==> src/rtl/engine_rpm_from_pulse_times_core_macros.svh <==
// Assertion macros shared by the tachometer RTL.
// Depends on nothing; included by the files that carry assertions.
`ifndef ENGINE_RPM_FROM_PULSE_TIMES_CORE_MACROS_SVH
`define ENGINE_RPM_FROM_PULSE_TIMES_CORE_MACROS_SVH

// Same-cycle implication, disabled while reset is asserted.
`define ERPM_ASSERT_IMPLY(lbl, clk, rst_n, ante, cons, msg) \
	lbl: assert property (@(posedge clk) disable iff (!rst_n) (ante) |-> (cons)) \
		else $error(msg);

// Next-cycle implication, disabled while reset is asserted.
`define ERPM_ASSERT_NEXT(lbl, clk, rst_n, ante, cons, msg) \
	lbl: assert property (@(posedge clk) disable iff (!rst_n) (ante) |=> (cons)) \
		else $error(msg);

`endif

==> src/rtl/erpm_pkg.sv <==
// Package for the tachometer: field widths, reset values, register indexes
// and the beat and status struct types. Depends on nothing.
package erpm_pkg;

	localparam int MAX_TRIGGERS_DEF = 16;

	localparam int TIME_W    = 32;
	localparam int RPM_W     = 27;
	localparam int TRIG_W    = 5;
	localparam int MIN_INT_W = 20;
	localparam int CFG_W     = 32;
	localparam int CFG_IDX_W = 2;

	localparam logic [RPM_W-1:0] RPM_NUMERATOR = 27'd120000000;

	localparam logic [TRIG_W-1:0]    RESET_TRIGGER_COUNT = 5'd1;
	localparam logic [MIN_INT_W-1:0] RESET_MIN_INTERVAL  = 20'd3500;
	localparam logic [TIME_W-1:0]    RESET_TIMEOUT       = 32'd1000000;

	localparam logic [CFG_IDX_W-1:0] REG_TRIGGER_COUNT = 2'd0;
	localparam logic [CFG_IDX_W-1:0] REG_MIN_INTERVAL  = 2'd1;
	localparam logic [CFG_IDX_W-1:0] REG_TIMEOUT       = 2'd2;

	localparam logic FUNC_EDGE = 1'b0;
	localparam logic FUNC_READ = 1'b1;

	typedef struct packed {
		logic              func;
		logic [TIME_W-1:0] time_us;
	} req_t;

	typedef struct packed {
		logic [RPM_W-1:0] rpm;
		logic             engine_off;
	} rsp_t;

	typedef struct packed {
		logic lt;
		logic nz;
	} ser_flags_t;

endpackage

==> src/rtl/engine_rpm_from_pulse_times_core.sv <==
// Period-based tachometer top level. Uses erpm_pkg, erpm_ram, erpm_ser, erpm_div
// and the assertion macros in engine_rpm_from_pulse_times_core_macros.svh.
//
// Each beat on req is either a tach edge or a speed read, stamped with a
// wrapping microsecond time. Edges closer than min_interval_us to the last
// accepted edge are dropped; accepted edges push the previous edge time into a
// ring of 2*trigger_count slots. A read returns 120000000 divided by the span
// over one four-stroke cycle, or rpm 0 with engine_off set when the oldest edge
// is at least timeout_us old or the span is zero. One item is in work at a
// time: req_ready stays low until it is done. The time differences run
// through 32-bit bit-serial subtractors, and a read that divides then runs
// through the one-bit-per-cycle divider. A finished result waits in the rsp
// register while the next beat is accepted. The ring starts out as all zero
// through per-slot valid bits, so no clearing pass is needed.
`include "engine_rpm_from_pulse_times_core_macros.svh"

module engine_rpm_from_pulse_times_core #(
	parameter int MAX_TRIGGERS = erpm_pkg::MAX_TRIGGERS_DEF
) (
	input  logic                           clk,
	input  logic                           arst_n,
	input  logic                           cfg_wr_en,
	input  logic [erpm_pkg::CFG_IDX_W-1:0] cfg_index,
	input  logic [erpm_pkg::CFG_W-1:0]     cfg_wdata,
	input  logic                           req_valid,
	output logic                           req_ready,
	input  erpm_pkg::req_t                 req,
	output logic                           rsp_valid,
	input  logic                           rsp_ready,
	output erpm_pkg::rsp_t                 rsp
);

	localparam int RingSlots = 2 * MAX_TRIGGERS;
	localparam int AddrW     = $clog2(RingSlots);
	localparam int SlotW     = AddrW + 1;
	localparam int TW        = erpm_pkg::TIME_W;
	localparam int CntW      = $clog2(TW);

	typedef enum logic [2:0] {
		ST_IDLE,
		ST_LOAD,
		ST_SHIFT,
		ST_EVAL,
		ST_DIV,
		ST_OUT
	} state_t;

	state_t                           state_q;
	logic [CntW-1:0]                  cnt_q;
	logic                             rsp_valid_q;
	erpm_pkg::rsp_t                   rsp_q;
	erpm_pkg::rsp_t                   res_q;
	erpm_pkg::req_t                   req_q;

	logic [erpm_pkg::TRIG_W-1:0]      trig_q;
	logic [erpm_pkg::MIN_INT_W-1:0]   min_int_q;
	logic [TW-1:0]                    timeout_q;

	logic [TW-1:0]                    last_q;
	logic [AddrW-1:0]                 pos_q;
	logic [RingSlots-1:0]             vld_q;
	logic                             vld_s1;

	logic [TW-1:0]                    now_sh_q;
	logic [TW-1:0]                    y_sh_q;
	logic [TW-1:0]                    x_sh_q;
	logic [TW-1:0]                    thr_sh_q;
	logic [TW-1:0]                    span_q;

	logic [TW-1:0]                    ram_rdata;
	logic [TW-1:0]                    oldest;
	logic                             ram_we;
	logic                             ser_clr;
	logic                             ser_en;
	logic                             d_age;
	logic                             d_span;
	erpm_pkg::ser_flags_t             age_flags;
	erpm_pkg::ser_flags_t             span_flags;
	logic                             engine_off;
	logic                             div_start;
	logic                             div_done;
	logic [erpm_pkg::RPM_W-1:0]       div_quo;

	logic [31:0]                      trig_ext;
	logic [31:0]                      trig_sat;
	logic [SlotW-1:0]                 slots;
	logic [SlotW-1:0]                 pos_inc;
	logic [AddrW-1:0]                 pos_next;

	// Effective ring length: a zero count acts as one, large counts saturate.
	always_comb begin
		trig_ext = 32'(trig_q);
		if (trig_ext == 32'd0) begin
			trig_sat = 32'd1;
		end else if (trig_ext > 32'(MAX_TRIGGERS)) begin
			trig_sat = 32'(MAX_TRIGGERS);
		end else begin
			trig_sat = trig_ext;
		end
		slots    = SlotW'({trig_sat[30:0], 1'b0});
		pos_inc  = SlotW'(pos_q) + 1'b1;
		pos_next = (pos_inc >= slots) ? '0 : pos_inc[AddrW-1:0];
	end

	assign oldest     = vld_s1 ? ram_rdata : '0;
	assign ser_clr    = (state_q == ST_LOAD);
	assign ser_en     = (state_q == ST_SHIFT);
	assign ram_we     = (state_q == ST_EVAL) && (req_q.func == erpm_pkg::FUNC_EDGE)
		&& !age_flags.lt;
	assign engine_off = !age_flags.lt || !span_flags.nz;
	assign div_start  = (state_q == ST_EVAL) && (req_q.func == erpm_pkg::FUNC_READ)
		&& !engine_off;

	assign req_ready = (state_q == ST_IDLE);
	assign rsp_valid = rsp_valid_q;
	assign rsp       = rsp_q;

	always_ff @(posedge clk or negedge arst_n) begin
		if (!arst_n) begin
			trig_q    <= erpm_pkg::RESET_TRIGGER_COUNT;
			min_int_q <= erpm_pkg::RESET_MIN_INTERVAL;
			timeout_q <= erpm_pkg::RESET_TIMEOUT;
		end else if (cfg_wr_en) begin
			case (cfg_index)
				erpm_pkg::REG_TRIGGER_COUNT: begin
					trig_q <= cfg_wdata[erpm_pkg::TRIG_W-1:0];
				end
				erpm_pkg::REG_MIN_INTERVAL: begin
					min_int_q <= cfg_wdata[erpm_pkg::MIN_INT_W-1:0];
				end
				erpm_pkg::REG_TIMEOUT: begin
					timeout_q <= cfg_wdata[TW-1:0];
				end
				default: begin
				end
			endcase
		end
	end

	always_ff @(posedge clk or negedge arst_n) begin
		if (!arst_n) begin
			last_q <= '0;
			pos_q  <= '0;
			vld_q  <= '0;
		end else if (ram_we) begin
			last_q       <= req_q.time_us;
			pos_q        <= pos_next;
			vld_q[pos_q] <= 1'b1;
		end
	end

	erpm_ram #(
		.WIDTH(TW),
		.DEPTH(RingSlots)
	) u_ring (
		.clk   (clk),
		.we    (ram_we),
		.waddr (pos_q),
		.wdata (last_q),
		.raddr (pos_q),
		.rdata (ram_rdata)
	);

	always_ff @(posedge clk) begin
		vld_s1 <= vld_q[pos_q];
		if (req_valid && req_ready) begin
			req_q <= req;
		end
		case (state_q)
			ST_LOAD: begin
				now_sh_q <= req_q.time_us;
				y_sh_q   <= (req_q.func == erpm_pkg::FUNC_READ) ? oldest : last_q;
				x_sh_q   <= last_q;
				thr_sh_q <= (req_q.func == erpm_pkg::FUNC_READ) ? timeout_q
					: TW'(min_int_q);
			end
			ST_SHIFT: begin
				now_sh_q <= now_sh_q >> 1;
				y_sh_q   <= y_sh_q >> 1;
				x_sh_q   <= x_sh_q >> 1;
				thr_sh_q <= thr_sh_q >> 1;
				span_q   <= {d_span, span_q[TW-1:1]};
			end
			ST_EVAL: begin
				res_q.rpm        <= '0;
				res_q.engine_off <= 1'b1;
			end
			ST_DIV: begin
				if (div_done) begin
					res_q.rpm        <= div_quo;
					res_q.engine_off <= 1'b0;
				end
			end
			default: begin
			end
		endcase
	end

	// Age of the oldest edge (or edge spacing) against its threshold.
	erpm_ser u_age (
		.clk    (clk),
		.arst_n (arst_n),
		.clr    (ser_clr),
		.en     (ser_en),
		.x      (now_sh_q[0]),
		.y      (y_sh_q[0]),
		.t      (thr_sh_q[0]),
		.d      (d_age),
		.flags  (age_flags)
	);

	// Span over one engine cycle, shifted into span_q.
	erpm_ser u_span (
		.clk    (clk),
		.arst_n (arst_n),
		.clr    (ser_clr),
		.en     (ser_en),
		.x      (x_sh_q[0]),
		.y      (y_sh_q[0]),
		.t      (1'b0),
		.d      (d_span),
		.flags  (span_flags)
	);

	erpm_div u_div (
		.clk    (clk),
		.arst_n (arst_n),
		.start  (div_start),
		.den    (span_q),
		.done   (div_done),
		.quo    (div_quo)
	);

	always_ff @(posedge clk or negedge arst_n) begin
		if (!arst_n) begin
			state_q     <= ST_IDLE;
			cnt_q       <= '0;
			rsp_valid_q <= 1'b0;
			rsp_q       <= '0;
		end else begin
			if (rsp_ready && (state_q != ST_OUT)) begin
				rsp_valid_q <= 1'b0;
			end
			case (state_q)
				ST_IDLE: begin
					if (req_valid) begin
						state_q <= ST_LOAD;
					end
				end
				ST_LOAD: begin
					cnt_q   <= '0;
					state_q <= ST_SHIFT;
				end
				ST_SHIFT: begin
					cnt_q <= cnt_q + 1'b1;
					if (cnt_q == CntW'(TW - 1)) begin
						state_q <= ST_EVAL;
					end
				end
				ST_EVAL: begin
					if (req_q.func == erpm_pkg::FUNC_EDGE) begin
						state_q <= ST_IDLE;
					end else if (engine_off) begin
						state_q <= ST_OUT;
					end else begin
						state_q <= ST_DIV;
					end
				end
				ST_DIV: begin
					if (div_done) begin
						state_q <= ST_OUT;
					end
				end
				ST_OUT: begin
					if (!rsp_valid_q || rsp_ready) begin
						rsp_valid_q <= 1'b1;
						rsp_q       <= res_q;
						state_q     <= ST_IDLE;
					end
				end
				default: begin
					state_q <= ST_IDLE;
				end
			endcase
		end
	end

	`ERPM_ASSERT_IMPLY(a_off_means_zero, clk, arst_n, rsp_valid_q && rsp_q.engine_off, rsp_q.rpm == '0, "Engine off beat carries a nonzero rpm.")
	`ERPM_ASSERT_IMPLY(a_div_nonzero, clk, arst_n, div_start, span_q != '0, "Divider started with a zero span.")
	`ERPM_ASSERT_IMPLY(a_div_done_state, clk, arst_n, div_done, state_q == ST_DIV, "Divider finished outside the divide state.")
	`ERPM_ASSERT_IMPLY(a_pos_range, clk, arst_n, 1'b1, SlotW'(pos_q) < SlotW'(RingSlots), "Ring position beyond the ring.")
	`ERPM_ASSERT_NEXT(a_edge_stored, clk, arst_n, ram_we, last_q == $past(req_q.time_us) && req_ready, "Accepted edge time was not kept.")

endmodule

==> src/rtl/erpm_ram.sv <==
// Generic single-write, single-read RAM with a registered read port.
// Depends on nothing.
module erpm_ram #(
	parameter int WIDTH = 32,
	parameter int DEPTH = 32,
	localparam int AW = (DEPTH > 1) ? $clog2(DEPTH) : 1
) (
	input  logic             clk,
	input  logic             we,
	input  logic [AW-1:0]    waddr,
	input  logic [WIDTH-1:0] wdata,
	input  logic [AW-1:0]    raddr,
	output logic [WIDTH-1:0] rdata
);

	logic [WIDTH-1:0] mem [DEPTH];

	always_ff @(posedge clk) begin
		if (we) begin
			mem[waddr] <= wdata;
		end
		rdata <= mem[raddr];
	end

endmodule

==> src/rtl/erpm_ser.sv <==
// Bit-serial subtractor and comparator: d = x - y one bit per cycle while en
// is high, LSB first; running compare of d with t, nonzero flag. Uses erpm_pkg.
module erpm_ser (
	input  logic                   clk,
	input  logic                   arst_n,
	input  logic                   clr,
	input  logic                   en,
	input  logic                   x,
	input  logic                   y,
	input  logic                   t,
	output logic                   d,
	output erpm_pkg::ser_flags_t   flags
);

	logic br_q;
	logic cb_q;
	logic nz_q;
	logic br_n;
	logic cb_n;

	assign d    = x ^ y ^ br_q;
	assign br_n = (~x & y) | (~(x ^ y) & br_q);
	assign cb_n = (~d & t) | (~(d ^ t) & cb_q);

	always_ff @(posedge clk or negedge arst_n) begin
		if (!arst_n) begin
			br_q <= 1'b0;
			cb_q <= 1'b0;
			nz_q <= 1'b0;
		end else if (clr) begin
			br_q <= 1'b0;
			cb_q <= 1'b0;
			nz_q <= 1'b0;
		end else if (en) begin
			br_q <= br_n;
			cb_q <= cb_n;
			nz_q <= nz_q | d;
		end
	end

	// The final borrow of d - t means d < t.
	assign flags.lt = cb_q;
	assign flags.nz = nz_q;

endmodule

==> src/rtl/erpm_div.sv <==
// Radix-2 restoring divider that forms the RPM numerator divided by the span,
// one quotient bit per cycle. Uses erpm_pkg.
module erpm_div (
	input  logic                        clk,
	input  logic                        arst_n,
	input  logic                        start,
	input  logic [erpm_pkg::TIME_W-1:0] den,
	output logic                        done,
	output logic [erpm_pkg::RPM_W-1:0]  quo
);

	localparam int NW   = erpm_pkg::RPM_W;
	localparam int DW   = erpm_pkg::TIME_W;
	localparam int CNTW = $clog2(NW);

	logic            busy_q;
	logic            done_q;
	logic [CNTW-1:0] cnt_q;
	logic [DW-1:0]   rem_q;
	logic [NW-1:0]   num_q;
	logic [NW-1:0]   quo_q;
	logic [DW+1:0]   trial;
	logic            ge;

	assign trial = {1'b0, rem_q, num_q[NW-1]} - {2'b00, den};
	assign ge    = !trial[DW+1];

	always_ff @(posedge clk or negedge arst_n) begin
		if (!arst_n) begin
			busy_q <= 1'b0;
			done_q <= 1'b0;
			cnt_q  <= '0;
		end else begin
			if (start) begin
				busy_q <= 1'b1;
				done_q <= 1'b0;
				cnt_q  <= '0;
			end else if (busy_q) begin
				if (cnt_q == CNTW'(NW - 1)) begin
					busy_q <= 1'b0;
				end
				done_q <= (cnt_q == CNTW'(NW - 1));
				cnt_q  <= cnt_q + 1'b1;
			end else begin
				done_q <= 1'b0;
			end
		end
	end

	always_ff @(posedge clk) begin
		if (start) begin
			rem_q <= '0;
			num_q <= erpm_pkg::RPM_NUMERATOR;
			quo_q <= '0;
		end else if (busy_q) begin
			rem_q <= ge ? trial[DW-1:0] : {rem_q[DW-2:0], num_q[NW-1]};
			num_q <= {num_q[NW-2:0], 1'b0};
			quo_q <= {quo_q[NW-2:0], ge};
		end
	end

	assign done = done_q;
	assign quo  = quo_q;

endmodule
==> config.mk <==
export PLATFORM = sky130hd
export DESIGN_NAME = engine_rpm_from_pulse_times_core
export DESIGN_NICKNAME = d
export VERILOG_FILES = /design/src/rtl/erpm_pkg.sv /design/src/rtl/engine_rpm_from_pulse_times_core.sv /design/src/rtl/erpm_ram.sv /design/src/rtl/erpm_ser.sv /design/src/rtl/erpm_div.sv
export VERILOG_INCLUDE_DIRS = /design/src /design/src/rtl
export SDC_FILE = /design/constraint.sdc
export NUM_CORES = 2
export LEC_CHECK = 0
export ABC_AREA = 1
export ABC_CLOCK_PERIOD_IN_PS = 5800
export BUFFER_PORTS_ARGS = -buffer_cell sky130_fd_sc_hd__buf_2
export CAP_MARGIN = 20
export CORE_MARGIN = 4
export CORE_UTILIZATION = 50
export DETAILED_ROUTE_END_ITERATION = 16
export PLACE_DENSITY_LB_ADDON = 0.25
export SLEW_MARGIN = 20
export SYNTH_ARGS = -nofsm -noshare
export SYNTH_HDL_FRONTEND = slang
export SYNTH_SLANG_ARGS = --single-unit
==> constraint.sdc <==
create_clock -name clk -period 5.8 [get_ports clk]
set_clock_uncertainty 0.2 [all_clocks]
set_input_delay 0.87 -clock clk [delete_from_list [all_inputs] [get_ports clk]]
set_output_delay 0.87 -clock clk [all_outputs]
set_load 0.005 [all_outputs]
==> results.cfg <==
[clock_network]
cts_max_path_buffers = 3
clockRootBuffer = clkbuf_16
numCtsBuffers = 153
clock-sinks = 1529
clk_pin_slew_worst_paths_ps = 60
hold_buffers = 0
clk-insertion-delay-late_ps = 770
htreeDepth = 4
cts_setup_buffers = 0
cts_tree = yes
cts_resized = 0

[pwr]
ir_drop_mv = 0.317
p_leak_nw = 23.3
power-per-cell-area_nw_per_um2 = 317
power_mw = 22.0

[yosys]
yosys.area_share.adder_pct = 1.03
ys_seq_elements = 1529
synthDistinctLibCells = 55
synth_mux_area_share_pct = 0.730
synth_edf_count = 1245
synthesis.area_sq_um = 61500
synth_compound_area_share_pct = 10.8
syn_avg_cell_area_sq_um = 11.8
synth-main-ff-cell = edfxtp_1
synth_nets = 5325
synth_top_family_by_area = simple AND/OR/NAND/NOR gates
synthXorXnorAreaFrac_pct = 0.242
synth-seq-area-share_pct = 71.5
ys_warn_count = 0
synth_simple_gate_area_share_pct = 11.4
async_flop_share_pct = 11.4
syn_inst = 5204

[placed_design]
post_dp_cell_area_sq_um = 64100
port-buffer-count = 101
dp_slack_ps = 1740
dp.cells = 6738
gp_congestion = 0.889
dp_hpwl_mm = 90.2

[cells_and_area]
fillCellCount = 9890
final_common_cell = edfxtp_1
nets = 5392
area_growth_pct = 12.6
drive_above_1_share_pct = 10.7
final_cells = 7032
stdcell_area_sq_um = 69200
final_util_pct = 56.7
final_cell_mix = edfxtp_1 (1245), nand2_1 (889), o21ai_0 (707)

[timing]
max_freq_mhz = 243
rsz0062_at_grt = no
tns_ps = 0
maxSlewViolCount = 0
finalWorstSetupSlack_ps = 1690
fin_crit_sh_pct = 70.9
worst_pin_slew_ps = 1130
holdWs_ps = 8.50
final-setup-viol-count = 0
slew_headroom_pct = 24.4
layout_min_cycle_time_ps = 4110
finalHoldViolations = 0

[grt]
grt_max_degree = 255
antenna_found_initial = 1
grt_usage_pct = 23.7
grt_pass1_vias = 39000
overflow = 0
grt_pass1_wl_mm = 234

[die]
row_count = 128
start_util_pct = 50.4
die_h_microns = 359
ios = 102
die-area_sq_um = 129000
core_sq_um = 122000
die-width_microns = 359

[setup_path]
r2r_end = u_ring.mem[13][16]
cp_max_fo = 103
r2r_slack_ps = 1690
path_class = register to register
required_ps = 6040
r2r_start = pos_q[1]
worst_ep_arrival_time_ps = 4350
worst-r2r-cell-count = 5
worstSetupStartpointType = register
endpoint_kind = register
crit_path_cell_trace = inv_6 -> ha_1 -> nand2_1 -> nor2_4 -> buf_4
cp_slowest_cell = nor2_4
path_delay_family = simple AND/OR/NAND/NOR gates
critical-path-max-stage-delay_ps = 860
crit_buf_inv = 2

[route]
dr.first_iter.drc_count = 4338
routedWlPerCell_microns = 21.9
ant_nets = 0
via_per_inst = 5.70
vias = 40100
drc = 0
wl_mm = 154
dr.pass1.iters = 6

[outcome]
status = complete, no violations

[flow_run]
cap_violations = 0

[hold_path]
hp-class = input pin to async pin
-- cells in the mapped netlist, types with 5 or more instances --
cell type / instances / area (sq um)
edfxtp_1: 1245 / 37400
inv_1: 350 / 1310
nand4_1: 23 / 144
dfrtp_1: 159 / 3980
a22o_1: 32 / 280
mux2_2: 39 / 439
buf_4: 5 / 37.5
a22oi_1: 9 / 67.6
dfxtp_1: 110 / 2200
o22ai_1: 296 / 1850
o21ai_0: 707 / 3540
buf_2: 88 / 440
nand3b_1: 26 / 195
nand3_1: 94 / 470
a21oi_1: 51 / 255
or2_2: 16 / 100
dfstp_2: 15 / 394
nand3_2: 6 / 60.1
buf_1: 12 / 45.0
nor3_1: 9 / 45.0
nand2_1: 889 / 3340
buf_6: 11 / 124
o21ai_1: 12 / 60.1
clkbuf_1: 173 / 649
xnor2_1: 14 / 123
o221ai_1: 32 / 280
a221oi_1: 29 / 254
ha_1: 46 / 576
nor2_1: 662 / 2480
-- worst max-delay path by stage --
stage,start,end,cells past startpoint
floorplan,state_q[0],cnt_q[0],5
global placement,pos_q[1],u_ring.mem[25][1],4
detailed placement,pos_q[1],u_ring.mem[5][20],5
CTS,pos_q[1],u_ring.mem[5][12],5
global route,pos_q[1],u_ring.mem[5][20],5
finish,pos_q[1],u_ring.mem[13][16],5
-- logic make-up after synthesis --
kind of cell | count (synthesis)
xor gates and xnor gates | 17
DFF | 1529
buffers and inverters | 646
adders and majority gates | 49
and+or+nand+nor | 1747
AOI/OAI and AO/OA | 1176
muxes | 40
-- sequential cells by signal, summed over array words and instances, names as in the netlist, 27 cells and up --
signal,flops
res_q,28
now_sh_q,32
span_q,32
u_div.rem_q,32
x_sh_q,32
last_q,32
u_ring.mem,1024
req_q,33
rsp,28
u_ring.rdata,32
y_sh_q,32
u_div.quo,27
thr_sh_q,32
vld_q,32
timeout_q,32
-- area by class of cell --
| class | count | area (sq um) | share of cell area (%) |
|---|---|---|---|
| Multi-Input combinational cell | 3029 | 15200 | 22.0 |
| Antenna cell | 3 | 7.51 | 0.0108 |
| Timing Repair Buffer | 202 | 1580 | 2.28 |
| Clock inverter | 81 | 847 | 1.22 |
| Sequential cell | 1529 | 44000 | 63.5 |
| Inverter | 356 | 1360 | 1.96 |
| Tap cell | 1625 | 2030 | 2.94 |
| Clock buffer | 207 | 4230 | 6.10 |
-- routing by layer --
metal  global-route usage [%]  part of all wire [%]
met1                     31.9                    41
met2                     39.3                    49
met3                     3.43                   6.6
met4                     9.45                   3.8
met5                        0                     0
-- power by group --
part	internal (mW)	switching [mW]	total, mW
logic	0.0746	0.102	0.177
registers	11.8	0.0356	11.8
clock network	5.74	4.23	9.97
No activity file was read; power rests on OpenSTA's default activity.
